===== src/rtl/core/rrq_pkg.sv =====
// rrq_pkg: shared types and constants of the round-robin run queue
// command codes, fsm states, memory entry layouts and the result beat
// no dependencies
`timescale 1ns / 1ps

package rrq_pkg;

  localparam int unsigned CMD_W      = 2;
  localparam int unsigned THREAD_W   = 8;
  localparam int unsigned CPU_W      = 3;
  localparam int unsigned SLOT_OUT_W = 6;

  typedef enum logic [CMD_W-1:0] {
    CMD_ENQUEUE = 2'd0,
    CMD_DEQUEUE = 2'd1,
    CMD_PICK    = 2'd2,
    CMD_RELEASE = 2'd3
  } cmd_t;

  typedef enum logic [2:0] {
    ST_CLEAR  = 3'd0,
    ST_IDLE   = 3'd1,
    ST_LOOKUP = 3'd2,
    ST_SCAN   = 3'd3,
    ST_DONE   = 3'd4
  } state_t;

  typedef enum logic [1:0] {
    MODE_FREE = 2'd0,
    MODE_FIND = 2'd1,
    MODE_PICK = 2'd2
  } scan_mode_t;

  typedef struct packed {
    logic                valid;
    logic [THREAD_W-1:0] thread;
  } slot_ent_t;

  typedef struct packed {
    logic enq;
    logic locked;
  } thr_ent_t;

  typedef struct packed {
    logic slot;
    logic thr;
    logic last;
  } wr_en_t;

  typedef struct packed {
    logic                  ok;
    logic [THREAD_W-1:0]   thread;
    logic [SLOT_OUT_W-1:0] slot;
  } result_t;

endpackage


===== src/rtl/core/rrq_ifs.sv =====
// rrq_ifs: command and result channel interfaces of the run queue
// valid/ready handshake, one beat per command or result
// depends on rrq_pkg
`timescale 1ns / 1ps

interface rrq_cmd_if;
  logic                         valid;
  logic                         ready;
  logic [rrq_pkg::CMD_W-1:0]    cmd;
  logic [rrq_pkg::THREAD_W-1:0] thread_id;
  logic [rrq_pkg::CPU_W-1:0]    cpu_index;

  modport source (output valid, cmd, thread_id, cpu_index, input ready);
  modport sink (input valid, cmd, thread_id, cpu_index, output ready);
endinterface

interface rrq_res_if;
  logic                           valid;
  logic                           ready;
  logic                           ok;
  logic [rrq_pkg::THREAD_W-1:0]   picked_thread;
  logic [rrq_pkg::SLOT_OUT_W-1:0] picked_slot;

  modport source (output valid, ok, picked_thread, picked_slot, input ready);
  modport sink (input valid, ok, picked_thread, picked_slot, output ready);
endinterface


===== src/rtl/core/rrq_mems.sv =====
// rrq_mems: slot table, per-thread flag table and per-cpu last index memories
// one write and one registered read port each, plus the clearing sweep after reset
// depends on rrq_pkg
`timescale 1ns / 1ps

module rrq_mems #(
  parameter int SLOTS      = 64,
  parameter int THREAD_IDS = 256,
  parameter int CPUS       = 8
) (
  input  logic                                  clk,
  input  logic                                  rst,
  output logic                                  clr_busy,
  input  rrq_pkg::wr_en_t                       we,
  input  logic [$clog2(SLOTS)-1:0]              slot_wa,
  input  rrq_pkg::slot_ent_t                    slot_wd,
  input  logic [$clog2(SLOTS)-1:0]              slot_ra,
  output rrq_pkg::slot_ent_t                    slot_rd,
  input  logic [$clog2(THREAD_IDS)-1:0]         thr_wa,
  input  rrq_pkg::thr_ent_t                     thr_wd,
  input  logic [$clog2(THREAD_IDS)-1:0]         thr_ra,
  output rrq_pkg::thr_ent_t                     thr_rd,
  input  logic [((CPUS > 1) ? $clog2(CPUS) : 1)-1:0] last_wa,
  input  logic [$clog2(SLOTS)-1:0]              last_wd,
  input  logic [((CPUS > 1) ? $clog2(CPUS) : 1)-1:0] last_ra,
  output logic [$clog2(SLOTS)-1:0]              last_rd
);

  localparam int SW    = $clog2(SLOTS);
  localparam int TW    = $clog2(THREAD_IDS);
  localparam int CW    = (CPUS > 1) ? $clog2(CPUS) : 1;
  localparam int CLR_A = (SLOTS > THREAD_IDS) ? SLOTS : THREAD_IDS;
  localparam int CLR_N = (CLR_A > CPUS) ? CLR_A : CPUS;
  localparam int CLRW  = $clog2(CLR_N);

  rrq_pkg::slot_ent_t slot_mem [SLOTS];
  rrq_pkg::thr_ent_t  thr_mem  [THREAD_IDS];
  logic [SW-1:0]      last_mem [CPUS];

  logic [CLRW-1:0]    clr_cnt;

  logic               slot_we_eff;
  logic [SW-1:0]      slot_wa_eff;
  rrq_pkg::slot_ent_t slot_wd_eff;
  logic               thr_we_eff;
  logic [TW-1:0]      thr_wa_eff;
  rrq_pkg::thr_ent_t  thr_wd_eff;
  logic               last_we_eff;
  logic [CW-1:0]      last_wa_eff;
  logic [SW-1:0]      last_wd_eff;

  // clearing sweep, one entry of each memory per cycle
  always_ff @(posedge clk) begin
    if (rst) begin
      clr_busy <= 1'b1;
      clr_cnt  <= '0;
    end else if (clr_busy) begin
      if (clr_cnt == CLRW'(CLR_N - 1)) begin
        clr_busy <= 1'b0;
      end else begin
        clr_cnt <= clr_cnt + 1'b1;
      end
    end
  end

  always_comb begin
    if (clr_busy) begin
      slot_we_eff = (32'(clr_cnt) < SLOTS);
      slot_wa_eff = clr_cnt[SW-1:0];
      slot_wd_eff = '0;
      thr_we_eff  = (32'(clr_cnt) < THREAD_IDS);
      thr_wa_eff  = clr_cnt[TW-1:0];
      thr_wd_eff  = '0;
      last_we_eff = (32'(clr_cnt) < CPUS);
      last_wa_eff = CW'(clr_cnt);
      last_wd_eff = '0;
    end else begin
      slot_we_eff = we.slot;
      slot_wa_eff = slot_wa;
      slot_wd_eff = slot_wd;
      thr_we_eff  = we.thr;
      thr_wa_eff  = thr_wa;
      thr_wd_eff  = thr_wd;
      last_we_eff = we.last;
      last_wa_eff = last_wa;
      last_wd_eff = last_wd;
    end
  end

  always_ff @(posedge clk) begin
    if (slot_we_eff) begin
      slot_mem[slot_wa_eff] <= slot_wd_eff;
    end
    slot_rd <= slot_mem[slot_ra];
  end

  always_ff @(posedge clk) begin
    if (thr_we_eff) begin
      thr_mem[thr_wa_eff] <= thr_wd_eff;
    end
    thr_rd <= thr_mem[thr_ra];
  end

  always_ff @(posedge clk) begin
    if (last_we_eff) begin
      last_mem[last_wa_eff] <= last_wd_eff;
    end
    last_rd <= last_mem[last_ra];
  end

endmodule


===== src/rtl/core/rrq_ctrl.sv =====
// rrq_ctrl: command sequencer and pipelined slot scan of the run queue
// reads, modifies and writes back the memories in rrq_mems; one command at a time
// depends on rrq_pkg and rrq_ifs
`timescale 1ns / 1ps

module rrq_ctrl #(
  parameter int SLOTS      = 64,
  parameter int THREAD_IDS = 256,
  parameter int CPUS       = 8
) (
  input  logic                                  clk,
  input  logic                                  rst,
  rrq_cmd_if.sink                               req,
  input  logic                                  clr_busy,
  output rrq_pkg::wr_en_t                       we,
  output logic [$clog2(SLOTS)-1:0]              slot_wa,
  output rrq_pkg::slot_ent_t                    slot_wd,
  output logic [$clog2(SLOTS)-1:0]              slot_ra,
  input  rrq_pkg::slot_ent_t                    slot_rd,
  output logic [$clog2(THREAD_IDS)-1:0]         thr_wa,
  output rrq_pkg::thr_ent_t                     thr_wd,
  output logic [$clog2(THREAD_IDS)-1:0]         thr_ra,
  input  rrq_pkg::thr_ent_t                     thr_rd,
  output logic [((CPUS > 1) ? $clog2(CPUS) : 1)-1:0] last_wa,
  output logic [$clog2(SLOTS)-1:0]              last_wd,
  output logic [((CPUS > 1) ? $clog2(CPUS) : 1)-1:0] last_ra,
  input  logic [$clog2(SLOTS)-1:0]              last_rd,
  output logic                                  done_valid,
  input  logic                                  done_ack,
  output rrq_pkg::result_t                      res
);

  localparam int SW   = $clog2(SLOTS);
  localparam int TW   = $clog2(THREAD_IDS);
  localparam int CW   = (CPUS > 1) ? $clog2(CPUS) : 1;
  localparam int CNTW = $clog2(SLOTS + 1);

  rrq_pkg::state_t     state, state_next;
  rrq_pkg::cmd_t       cmd_r;
  rrq_pkg::scan_mode_t mode;
  logic [rrq_pkg::THREAD_W-1:0] tid_r;
  logic [TW-1:0]       thr_r;
  logic [CW-1:0]       cpu_r;
  rrq_pkg::thr_ent_t   flags_r;

  logic [SW-1:0]       scan_idx;
  logic [CNTW-1:0]     issue_cnt;
  logic                s1_vld, s1_last;
  logic [SW-1:0]       s1_idx;
  logic                s2_vld, s2_last;
  logic [SW-1:0]       s2_idx;
  rrq_pkg::slot_ent_t  s2_ent;

  logic                req_bad;
  logic                issue;
  logic                hit;
  logic                scan_end;
  logic [SW-1:0]       pick_start;
  logic                res_load;
  rrq_pkg::result_t    res_next;

  assign req_bad = (rrq_pkg::cmd_t'(req.cmd) == rrq_pkg::CMD_PICK)
                   ? (32'(req.cpu_index) >= CPUS)
                   : (32'(req.thread_id) >= THREAD_IDS);

  assign issue      = (issue_cnt < CNTW'(SLOTS));
  assign pick_start = (last_rd == SW'(SLOTS - 1)) ? '0 : last_rd + 1'b1;

  always_comb begin
    unique case (mode)
      rrq_pkg::MODE_FREE: hit = s2_vld && !s2_ent.valid;
      rrq_pkg::MODE_FIND: hit = s2_vld && s2_ent.valid && (s2_ent.thread == tid_r);
      rrq_pkg::MODE_PICK: hit = s2_vld && s2_ent.valid && !thr_rd.locked;
      default:            hit = 1'b0;
    endcase
  end

  assign scan_end   = hit || (s2_vld && s2_last);
  assign req.ready  = (state == rrq_pkg::ST_IDLE);
  assign done_valid = (state == rrq_pkg::ST_DONE);

  // read addresses
  assign slot_ra = scan_idx;
  assign last_ra = CW'(req.cpu_index);

  always_comb begin
    if (state == rrq_pkg::ST_IDLE) begin
      thr_ra = TW'(req.thread_id);
    end else if (state == rrq_pkg::ST_SCAN) begin
      thr_ra = TW'(slot_rd.thread);
    end else begin
      thr_ra = thr_r;
    end
  end

  always_ff @(posedge clk) begin
    if (rst) begin
      state <= rrq_pkg::ST_CLEAR;
    end else begin
      state <= state_next;
    end
  end

  always_comb begin
    state_next = state;
    we         = '0;
    slot_wa    = s2_idx;
    slot_wd    = '0;
    thr_wa     = thr_r;
    thr_wd     = '0;
    last_wa    = cpu_r;
    last_wd    = s2_idx;
    res_load   = 1'b0;
    res_next   = '0;
    unique case (state)
      rrq_pkg::ST_CLEAR: begin
        if (!clr_busy) begin
          state_next = rrq_pkg::ST_IDLE;
        end
      end
      rrq_pkg::ST_IDLE: begin
        if (req.valid) begin
          if (req_bad) begin
            res_load   = 1'b1;
            state_next = rrq_pkg::ST_DONE;
          end else begin
            state_next = rrq_pkg::ST_LOOKUP;
          end
        end
      end
      rrq_pkg::ST_LOOKUP: begin
        unique case (cmd_r)
          rrq_pkg::CMD_RELEASE: begin
            we.thr     = 1'b1;
            thr_wd     = '{enq: thr_rd.enq, locked: 1'b0};
            res_load   = 1'b1;
            state_next = rrq_pkg::ST_DONE;
          end
          rrq_pkg::CMD_DEQUEUE: begin
            if (!thr_rd.enq) begin
              res_load    = 1'b1;
              res_next.ok = 1'b1;
              state_next  = rrq_pkg::ST_DONE;
            end else begin
              state_next = rrq_pkg::ST_SCAN;
            end
          end
          default: state_next = rrq_pkg::ST_SCAN;
        endcase
      end
      rrq_pkg::ST_SCAN: begin
        if (hit) begin
          res_load      = 1'b1;
          res_next.ok   = 1'b1;
          res_next.slot = rrq_pkg::SLOT_OUT_W'(s2_idx);
          state_next    = rrq_pkg::ST_DONE;
          unique case (mode)
            rrq_pkg::MODE_FREE: begin
              we.slot = 1'b1;
              slot_wd = '{valid: 1'b1, thread: tid_r};
              we.thr  = 1'b1;
              thr_wd  = '{enq: 1'b1, locked: flags_r.locked};
            end
            rrq_pkg::MODE_FIND: begin
              if (cmd_r == rrq_pkg::CMD_DEQUEUE) begin
                we.slot = 1'b1;
                we.thr  = 1'b1;
                thr_wd  = '{enq: 1'b0, locked: flags_r.locked};
              end
            end
            rrq_pkg::MODE_PICK: begin
              we.thr          = 1'b1;
              thr_wa          = TW'(s2_ent.thread);
              thr_wd          = '{enq: thr_rd.enq, locked: 1'b1};
              we.last         = 1'b1;
              res_next.thread = s2_ent.thread;
            end
            default: res_next = '0;
          endcase
        end else if (s2_vld && s2_last) begin
          // no match fails; an enqueue of an enqueued thread is ok at slot zero
          res_load    = 1'b1;
          res_next.ok = (mode == rrq_pkg::MODE_FIND) && (cmd_r == rrq_pkg::CMD_ENQUEUE);
          state_next  = rrq_pkg::ST_DONE;
        end
      end
      rrq_pkg::ST_DONE: begin
        if (done_ack) begin
          state_next = rrq_pkg::ST_IDLE;
        end
      end
      default: state_next = rrq_pkg::ST_IDLE;
    endcase
  end

  always_ff @(posedge clk) begin
    if (res_load) begin
      res <= res_next;
    end
  end

  // command capture and scan setup
  always_ff @(posedge clk) begin
    if (state == rrq_pkg::ST_IDLE && req.valid) begin
      cmd_r <= rrq_pkg::cmd_t'(req.cmd);
      tid_r <= req.thread_id;
      thr_r <= TW'(req.thread_id);
      cpu_r <= CW'(req.cpu_index);
    end
    if (state == rrq_pkg::ST_LOOKUP) begin
      flags_r <= thr_rd;
      unique case (cmd_r)
        rrq_pkg::CMD_PICK:    mode <= rrq_pkg::MODE_PICK;
        rrq_pkg::CMD_ENQUEUE: mode <= thr_rd.enq ? rrq_pkg::MODE_FIND : rrq_pkg::MODE_FREE;
        default:              mode <= rrq_pkg::MODE_FIND;
      endcase
    end
  end

  always_ff @(posedge clk) begin
    if (state == rrq_pkg::ST_LOOKUP) begin
      scan_idx <= (cmd_r == rrq_pkg::CMD_PICK) ? pick_start : '0;
    end else if (state == rrq_pkg::ST_SCAN && issue) begin
      scan_idx <= (scan_idx == SW'(SLOTS - 1)) ? '0 : scan_idx + 1'b1;
    end
  end

  always_ff @(posedge clk) begin
    if (rst) begin
      issue_cnt <= '0;
    end else if (state == rrq_pkg::ST_LOOKUP) begin
      issue_cnt <= '0;
    end else if (state == rrq_pkg::ST_SCAN && issue) begin
      issue_cnt <= issue_cnt + 1'b1;
    end
  end

  // scan pipeline: slot read, then thread flag read, then compare
  always_ff @(posedge clk) begin
    if (rst) begin
      s1_vld <= 1'b0;
      s2_vld <= 1'b0;
    end else if (state == rrq_pkg::ST_SCAN && !scan_end) begin
      s1_vld <= issue;
      s2_vld <= s1_vld;
    end else begin
      s1_vld <= 1'b0;
      s2_vld <= 1'b0;
    end
  end

  always_ff @(posedge clk) begin
    s1_idx  <= scan_idx;
    s1_last <= (issue_cnt == CNTW'(SLOTS - 1));
    s2_idx  <= s1_idx;
    s2_last <= s1_last;
    s2_ent  <= slot_rd;
  end

`ifndef SYNTHESIS
  a_no_accept_while_clearing: assert property (@(posedge clk) disable iff (rst)
    clr_busy |-> !req.ready)
    else $error("command taken during the clearing sweep");

  a_slot_write_in_scan: assert property (@(posedge clk) disable iff (rst)
    we.slot |-> (state == rrq_pkg::ST_SCAN && mode != rrq_pkg::MODE_PICK))
    else $error("slot table written outside an enqueue or dequeue scan");

  a_last_write_on_pick: assert property (@(posedge clk) disable iff (rst)
    we.last |-> (mode == rrq_pkg::MODE_PICK && hit))
    else $error("last index written without a pick hit");

  a_issue_bounded: assert property (@(posedge clk) disable iff (rst)
    issue_cnt <= CNTW'(SLOTS))
    else $error("scan issued more reads than slots");

  a_scan_ends: assert property (@(posedge clk) disable iff (rst)
    (state == rrq_pkg::ST_SCAN && s2_vld && s2_last) |=> (state == rrq_pkg::ST_DONE))
    else $error("scan did not finish after its last slot");
`endif

endmodule


===== src/rtl/core/round_robin_run_queue_unit.sv =====
// round_robin_run_queue_unit: top level of the round-robin run queue
// holds the result register; instantiates rrq_mems and rrq_ctrl
// depends on rrq_pkg and rrq_ifs
`timescale 1ns / 1ps

// Run queue of SLOTS thread slots with per-thread enqueued and lock flags and a
// last-picked slot per cpu, all held in synchronous memories with one read and one
// write port each. Commands are handled one at a time. Release and a dequeue of a
// thread that is not enqueued finish after the flag lookup, with no scan; commands
// with a thread or cpu index out of range go straight to a failed result. Enqueue,
// dequeue and pick walk the slot table with a pipelined scan, one slot per cycle,
// and stop at the first match. The scan rate is set by the single read port of the
// slot memory. After reset a clearing sweep zeroes every entry of the three memories
// before the first command is taken. A finished result sits in an output register,
// so the next command is accepted while the previous result beat waits to be taken.
module round_robin_run_queue_unit #(
  parameter int SLOTS      = 64,
  parameter int THREAD_IDS = 256,
  parameter int CPUS       = 8
) (
  input logic       clk,
  input logic       rst,
  rrq_cmd_if.sink   req,
  rrq_res_if.source rsp
);

  localparam int SW = $clog2(SLOTS);
  localparam int TW = $clog2(THREAD_IDS);
  localparam int CW = (CPUS > 1) ? $clog2(CPUS) : 1;

  logic               clr_busy;
  rrq_pkg::wr_en_t    we;
  logic [SW-1:0]      slot_wa;
  rrq_pkg::slot_ent_t slot_wd;
  logic [SW-1:0]      slot_ra;
  rrq_pkg::slot_ent_t slot_rd;
  logic [TW-1:0]      thr_wa;
  rrq_pkg::thr_ent_t  thr_wd;
  logic [TW-1:0]      thr_ra;
  rrq_pkg::thr_ent_t  thr_rd;
  logic [CW-1:0]      last_wa;
  logic [SW-1:0]      last_wd;
  logic [CW-1:0]      last_ra;
  logic [SW-1:0]      last_rd;
  logic               done_valid;
  logic               done_ack;
  rrq_pkg::result_t   res;

  logic               out_vld;
  rrq_pkg::result_t   out_res;

  rrq_mems #(
    .SLOTS      (SLOTS),
    .THREAD_IDS (THREAD_IDS),
    .CPUS       (CPUS)
  ) u_mems (
    .clk      (clk),
    .rst      (rst),
    .clr_busy (clr_busy),
    .we       (we),
    .slot_wa  (slot_wa),
    .slot_wd  (slot_wd),
    .slot_ra  (slot_ra),
    .slot_rd  (slot_rd),
    .thr_wa   (thr_wa),
    .thr_wd   (thr_wd),
    .thr_ra   (thr_ra),
    .thr_rd   (thr_rd),
    .last_wa  (last_wa),
    .last_wd  (last_wd),
    .last_ra  (last_ra),
    .last_rd  (last_rd)
  );

  rrq_ctrl #(
    .SLOTS      (SLOTS),
    .THREAD_IDS (THREAD_IDS),
    .CPUS       (CPUS)
  ) u_ctrl (
    .clk        (clk),
    .rst        (rst),
    .req        (req),
    .clr_busy   (clr_busy),
    .we         (we),
    .slot_wa    (slot_wa),
    .slot_wd    (slot_wd),
    .slot_ra    (slot_ra),
    .slot_rd    (slot_rd),
    .thr_wa     (thr_wa),
    .thr_wd     (thr_wd),
    .thr_ra     (thr_ra),
    .thr_rd     (thr_rd),
    .last_wa    (last_wa),
    .last_wd    (last_wd),
    .last_ra    (last_ra),
    .last_rd    (last_rd),
    .done_valid (done_valid),
    .done_ack   (done_ack),
    .res        (res)
  );

  // result register, loads when empty or being drained this cycle
  assign done_ack = done_valid && (!out_vld || rsp.ready);

  always_ff @(posedge clk) begin
    if (rst) begin
      out_vld <= 1'b0;
    end else if (done_ack) begin
      out_vld <= 1'b1;
    end else if (rsp.ready) begin
      out_vld <= 1'b0;
    end
  end

  always_ff @(posedge clk) begin
    if (done_ack) begin
      out_res <= res;
    end
  end

  assign rsp.valid         = out_vld;
  assign rsp.ok            = out_res.ok;
  assign rsp.picked_thread = out_res.thread;
  assign rsp.picked_slot   = out_res.slot;

endmodule

===== src/flat_wrapper.sv =====
// flat-port wrapper written by rule: the top's interface ports become plain ports
module round_robin_run_queue_unit_flat 
#(
  parameter int SLOTS      = 64,
  parameter int THREAD_IDS = 256,
  parameter int CPUS       = 8
)
  (clk, rst, req_valid, req_cmd, req_thread_id, req_cpu_index, req_ready, rsp_valid, rsp_ok, rsp_picked_thread, rsp_picked_slot, rsp_ready);
  rrq_cmd_if req_i ();
  rrq_res_if rsp_i ();
  input logic clk;
  input logic rst;
  input wire logic [$bits(req_i.valid)-1:0] req_valid;
  input wire logic [$bits(req_i.cmd)-1:0] req_cmd;
  input wire logic [$bits(req_i.thread_id)-1:0] req_thread_id;
  input wire logic [$bits(req_i.cpu_index)-1:0] req_cpu_index;
  output wire logic [$bits(req_i.ready)-1:0] req_ready;
  output wire logic [$bits(rsp_i.valid)-1:0] rsp_valid;
  output wire logic [$bits(rsp_i.ok)-1:0] rsp_ok;
  output wire logic [$bits(rsp_i.picked_thread)-1:0] rsp_picked_thread;
  output wire logic [$bits(rsp_i.picked_slot)-1:0] rsp_picked_slot;
  input wire logic [$bits(rsp_i.ready)-1:0] rsp_ready;
  assign req_i.valid = req_valid;
  assign req_i.cmd = req_cmd;
  assign req_i.thread_id = req_thread_id;
  assign req_i.cpu_index = req_cpu_index;
  assign req_ready = req_i.ready;
  assign rsp_valid = rsp_i.valid;
  assign rsp_ok = rsp_i.ok;
  assign rsp_picked_thread = rsp_i.picked_thread;
  assign rsp_picked_slot = rsp_i.picked_slot;
  assign rsp_i.ready = rsp_ready;
  round_robin_run_queue_unit #(.SLOTS(SLOTS), .THREAD_IDS(THREAD_IDS), .CPUS(CPUS)) u_core (.clk(clk), .rst(rst), .req(req_i), .rsp(rsp_i));
endmodule

===== config.mk =====
export PLATFORM = sky130hd
export DESIGN_NAME = round_robin_run_queue_unit_flat
export DESIGN_NICKNAME = d
export VERILOG_FILES = /design/src/rtl/core/rrq_pkg.sv /design/src/rtl/core/rrq_ifs.sv /design/src/rtl/core/rrq_mems.sv /design/src/rtl/core/rrq_ctrl.sv /design/src/rtl/core/round_robin_run_queue_unit.sv /design/src/flat_wrapper.sv
export SDC_FILE = /design/constraint.sdc
export NUM_CORES = 2
export LEC_CHECK = 0
export BUFFER_PORTS_ARGS = -buffer_cell sky130_fd_sc_hd__buf_4
export CELL_PAD_IN_SITES_DETAIL_PLACEMENT = 1
export CELL_PAD_IN_SITES_GLOBAL_PLACEMENT = 2
export CORE_ASPECT_RATIO = 1.2
export CORE_MARGIN = 10
export CORE_UTILIZATION = 51
export CTS_BUF_LIST = sky130_fd_sc_hd__clkbuf_4 sky130_fd_sc_hd__clkbuf_8
export CTS_CLUSTER_SIZE = 40
export DETAILED_ROUTE_END_ITERATION = 7
export PLACE_DENSITY_LB_ADDON = 0.1
export SLEW_MARGIN = 20
export SYNTH_ARGS = -nofsm -noshare
export SYNTH_HDL_FRONTEND = slang
export SYNTH_SLANG_ARGS = --single-unit

===== constraint.sdc =====
create_clock -name clk -period 42.8 [get_ports clk]
set_clock_uncertainty 0.1 [all_clocks]
set_input_delay 6.42 -clock clk [delete_from_list [all_inputs] [get_ports clk]]
set_output_delay 6.42 -clock clk [all_outputs]
set_load 0.03 [all_outputs]

==> metrics <==
post-synth net total=3116; Die H=364 µm; clock-pin slew on the worst setup and hold paths=0.07 ns; clock network latency to the later pin of the worst-skew pair=0.90 ns; post-cts hold buffer count=0; WL per Instance=29.2 µm; Clock H-tree levels=4; FP Rows=126; 1st-pass router iterations=5; die area=112000 µm²; Post-Syn Instances=3091; period utilization=22.3%; multi-input logic area=12600 µm²; initial antenna violation count=4; post-CTS setup buffers=0; VDD IR max=46.5 µV; Chip Width=307 µm; fillers=8978; Tmin final=9.56 ns; vias in the first global route=30300; CP cell instances=buf_4 -> mux2i_1 -> mux2_8 -> buf_12 -> mux2i_1 -> mux2_2 -> o2111ai_1 -> and3_1 -> nor4_1 -> nor4b_1; Worst path depth=10; largest net degree at the start of global routing=158; CTS root buf=clkbuf_8; hold_sp=u_core.u_ctrl.s1_idx[3]; largest delay contributor family on the critical path=multiplexers; vias=27900; Hold Vio Cnt, Final=0; post-synthesis cell type count=70; critical path peak fanout=157; RSZ-0062 raised after global routing=false; Overflow after GRT=0; count of final setup violators=0; Post-synth EDFFs=1188; CTS tree=built; Initial Util=51.3%; final WL=135000 µm; Yosys top cell area share=71.0%; NumNets Final=3216; FF-to-FF End=u_core.u_mems.thr_mem[59][1]; Peak Freq=105 MHz; Critical R2R Launch=u_core.u_ctrl.state[1]; placer congestion estimate=0.829; fin util=56.7%; Max Cap Viol=0; cts repair resizes=0; Synth warnings=0; Worst EP arrival=10.21 ns; cell area after synthesis=50300 µm²; Core Region=98100 µm²; total track usage=24.5%; Sink Count=1250; WP data required=43.45 ns; Avg Vias per Cell=6.05; io pins=34; CP startpoint kind=primary input; total CTS buffers=188; Avg Cell Area, Syn=16.3 µm²; Synth-to-Final Area Change=10.5%; Final Cell Area=55600 µm²; I/O Buffers=33; first-pass GRT wire length=201000 µm; FF-to-FF path depth=9; Hold Path End=u_core.u_ctrl.last_wd[3]; critical path's slowest cell=nor4_1; Post-synth top flop=edfxtp_1; Final Max Slew Viols=0; area leader, netlist=edfxtp_1; register area=36900 µm²; Least-Margin Pin Slew=1.31 ns; crit path capture type=flip-flop; slowest stage delay, CP=0.81 ns; HPWL after DPL=82000 µm; Leak=19.8 nW; DRC viols=0; fin cells=4621; hold_ws=0.226 ns; ys async rst share=0%; Rel. slew slack=12.9%; Placed Area=51900 µm²; Worst Hold Depth=0; Crit path top cell by count=mux2i_1; layout cell share with drive strength beyond 1=19.5%; status=completed; buffers and inverters on the worst path=2; Seq/Total Area, Yosys=73.4%; Pwr per Cell Area=49.7 nW/µm²; DR iter-0 viols=2291; min-delay worst type=reg2reg; Detail Route Antenna Nets=0; Crit Path Category=in2reg; CTS max path bufs=3; FF-to-FF setup slack=38.07 ns; Setup TNS=0 ns; # placed instances=4280; Synth area leaders=edfxtp_1 71%, mux4_2 9.6%, nor2_1 2.9%; #FFs+latches synth=1250
[through the flow]
step	setup WS (ns)	power, mW
after floorplan	28.67	1.67
after global placement	32.40	1.82
after detailed placement	32.34	1.82
after CTS	33.30	2.78
after global routing	33.05	2.86
final	33.24	2.76
[layer usage]
metal	track usage (%)	wire, µm	vias to the layer above
li1	-	-	12100
met1	29.7	52500	14700
met2	43.3	71000	843
met3	3.81	6190	273
met4	10.4	5330	2
met5	0	13	-
[cell usage in the layout (no fill, tap or decap), types with 17 or more instances in the layout]
cell,netlist,layout
and3_1,18,17
clkinv_1,1,46
a311oi_1,19,19
xor2_1,21,21
mux4_2,214,214
buf_4,14,80
clkbuf_4,0,63
nor4_1,23,21
nand3_1,133,133
dfxtp_1,62,62
mux2_2,25,24
mux2i_1,119,116
nor2_1,394,392
edfxtp_1,1188,1188
clkbuf_8,0,191
o21ai_0,35,35
nand2_1,378,377
o22ai_1,18,18
a21oi_1,68,68
clkinv_2,0,17
[synthesized netlist by cell type, types with 6 or more instances]
library cell and instances:
nor4_1 23, nor2b_1 8, a311oi_1 19, edfxtp_1 1188, and2_1 15, dfxtp_1 62
a211oi_1 10, clkbuf_1 104, nor3_1 16, a21oi_1 68, xor2_1 21, buf_4 14
o21ai_1 6, buf_1 20, buf_2 30, mux4_2 214, or2_2 7, a31oi_1 13
mux2_2 25, ha_1 8, o21ai_0 35, nor2_1 394, nand3_1 133, nand4_1 16
mux2i_1 119, nand2_1 378, o22ai_1 18, inv_1 16, and3_1 18, buf_6 9
nand2b_1 8, xnor2_1 6
[sequential cells by signal, indices dropped and copies added (netlist names), 2 cells and up]
name	count
u_core.u_ctrl.s1_idx	6
u_core.u_ctrl.res	15
u_core.u_mems.slot_mem	576
u_core.u_ctrl.thr_r	8
u_core.u_mems.last_mem	48
u_core.rsp.picked_slot	6
u_core.u_ctrl.slot_ra	6
u_core.u_ctrl.last_wa	3
u_core.u_ctrl.last_wd	6
u_core.u_ctrl.mode	2
u_core.rsp.picked_thread	8
u_core.u_mems.last_rd	6
u_core.u_ctrl.issue_cnt	7
u_core.u_ctrl.state	3
u_core.u_mems.thr_rd	2
u_core.u_mems.slot_rd	9
u_core.u_mems.thr_mem	512
u_core.u_ctrl.cmd_r	2
u_core.u_ctrl.s2_ent	9
u_core.u_mems.clr_cnt	8
[kinds of logic after synthesis]
| kind of cell | after synthesis | synth area share (%) |
|---|---|---|
| multiplexers | 360 | 12.6 |
| AO/OA/AOI/OAI | 221 | 2.86 |
| XOR/XNOR | 27 | 0.470 |
| AND/OR/NAND/NOR | 1030 | 8.68 |
| buffers and inverters | 195 | 1.77 |
| adder cells (fa/ha/maj) | 8 | 0.199 |
| flip-flops | 1250 | 73.4 |
[power breakdown]
group	switching, mW	internal, mW	leakage (nW)
registers	0.0152	1.34	13.1
clock network	0.462	0.503	1.94
logic	0.294	0.143	4.74
total	0.771	1.99	19.8
[how the worst max path moves through the flow]
stage	from	end
after floorplan	u_core.u_ctrl.mode[0]	u_core.u_mems.thr_mem[0][1]
after global placement	req_thread_id[0]	u_core.u_mems.thr_rd[0]
after detailed placement	req_thread_id[0]	u_core.u_mems.thr_rd[0]
after CTS	req_thread_id[0]	u_core.u_mems.thr_rd[0]
after global routing	req_thread_id[0]	u_core.u_mems.thr_rd[0]
final	req_thread_id[0]	u_core.u_mems.thr_rd[1]
[layout make-up]
type,count,share of cell area (%)
Sequential cell,1250,66.4
Multi-Input combinational cell,1646,22.6
Clock buffer,254,5.58
Tap cell,1280,2.88
Timing Repair Buffer,88,1.34
Clock inverter,81,1.00
Inverter,17,0.115
Antenna cell,5,0.0225
No activity file was read; power rests on OpenSTA's default activity.
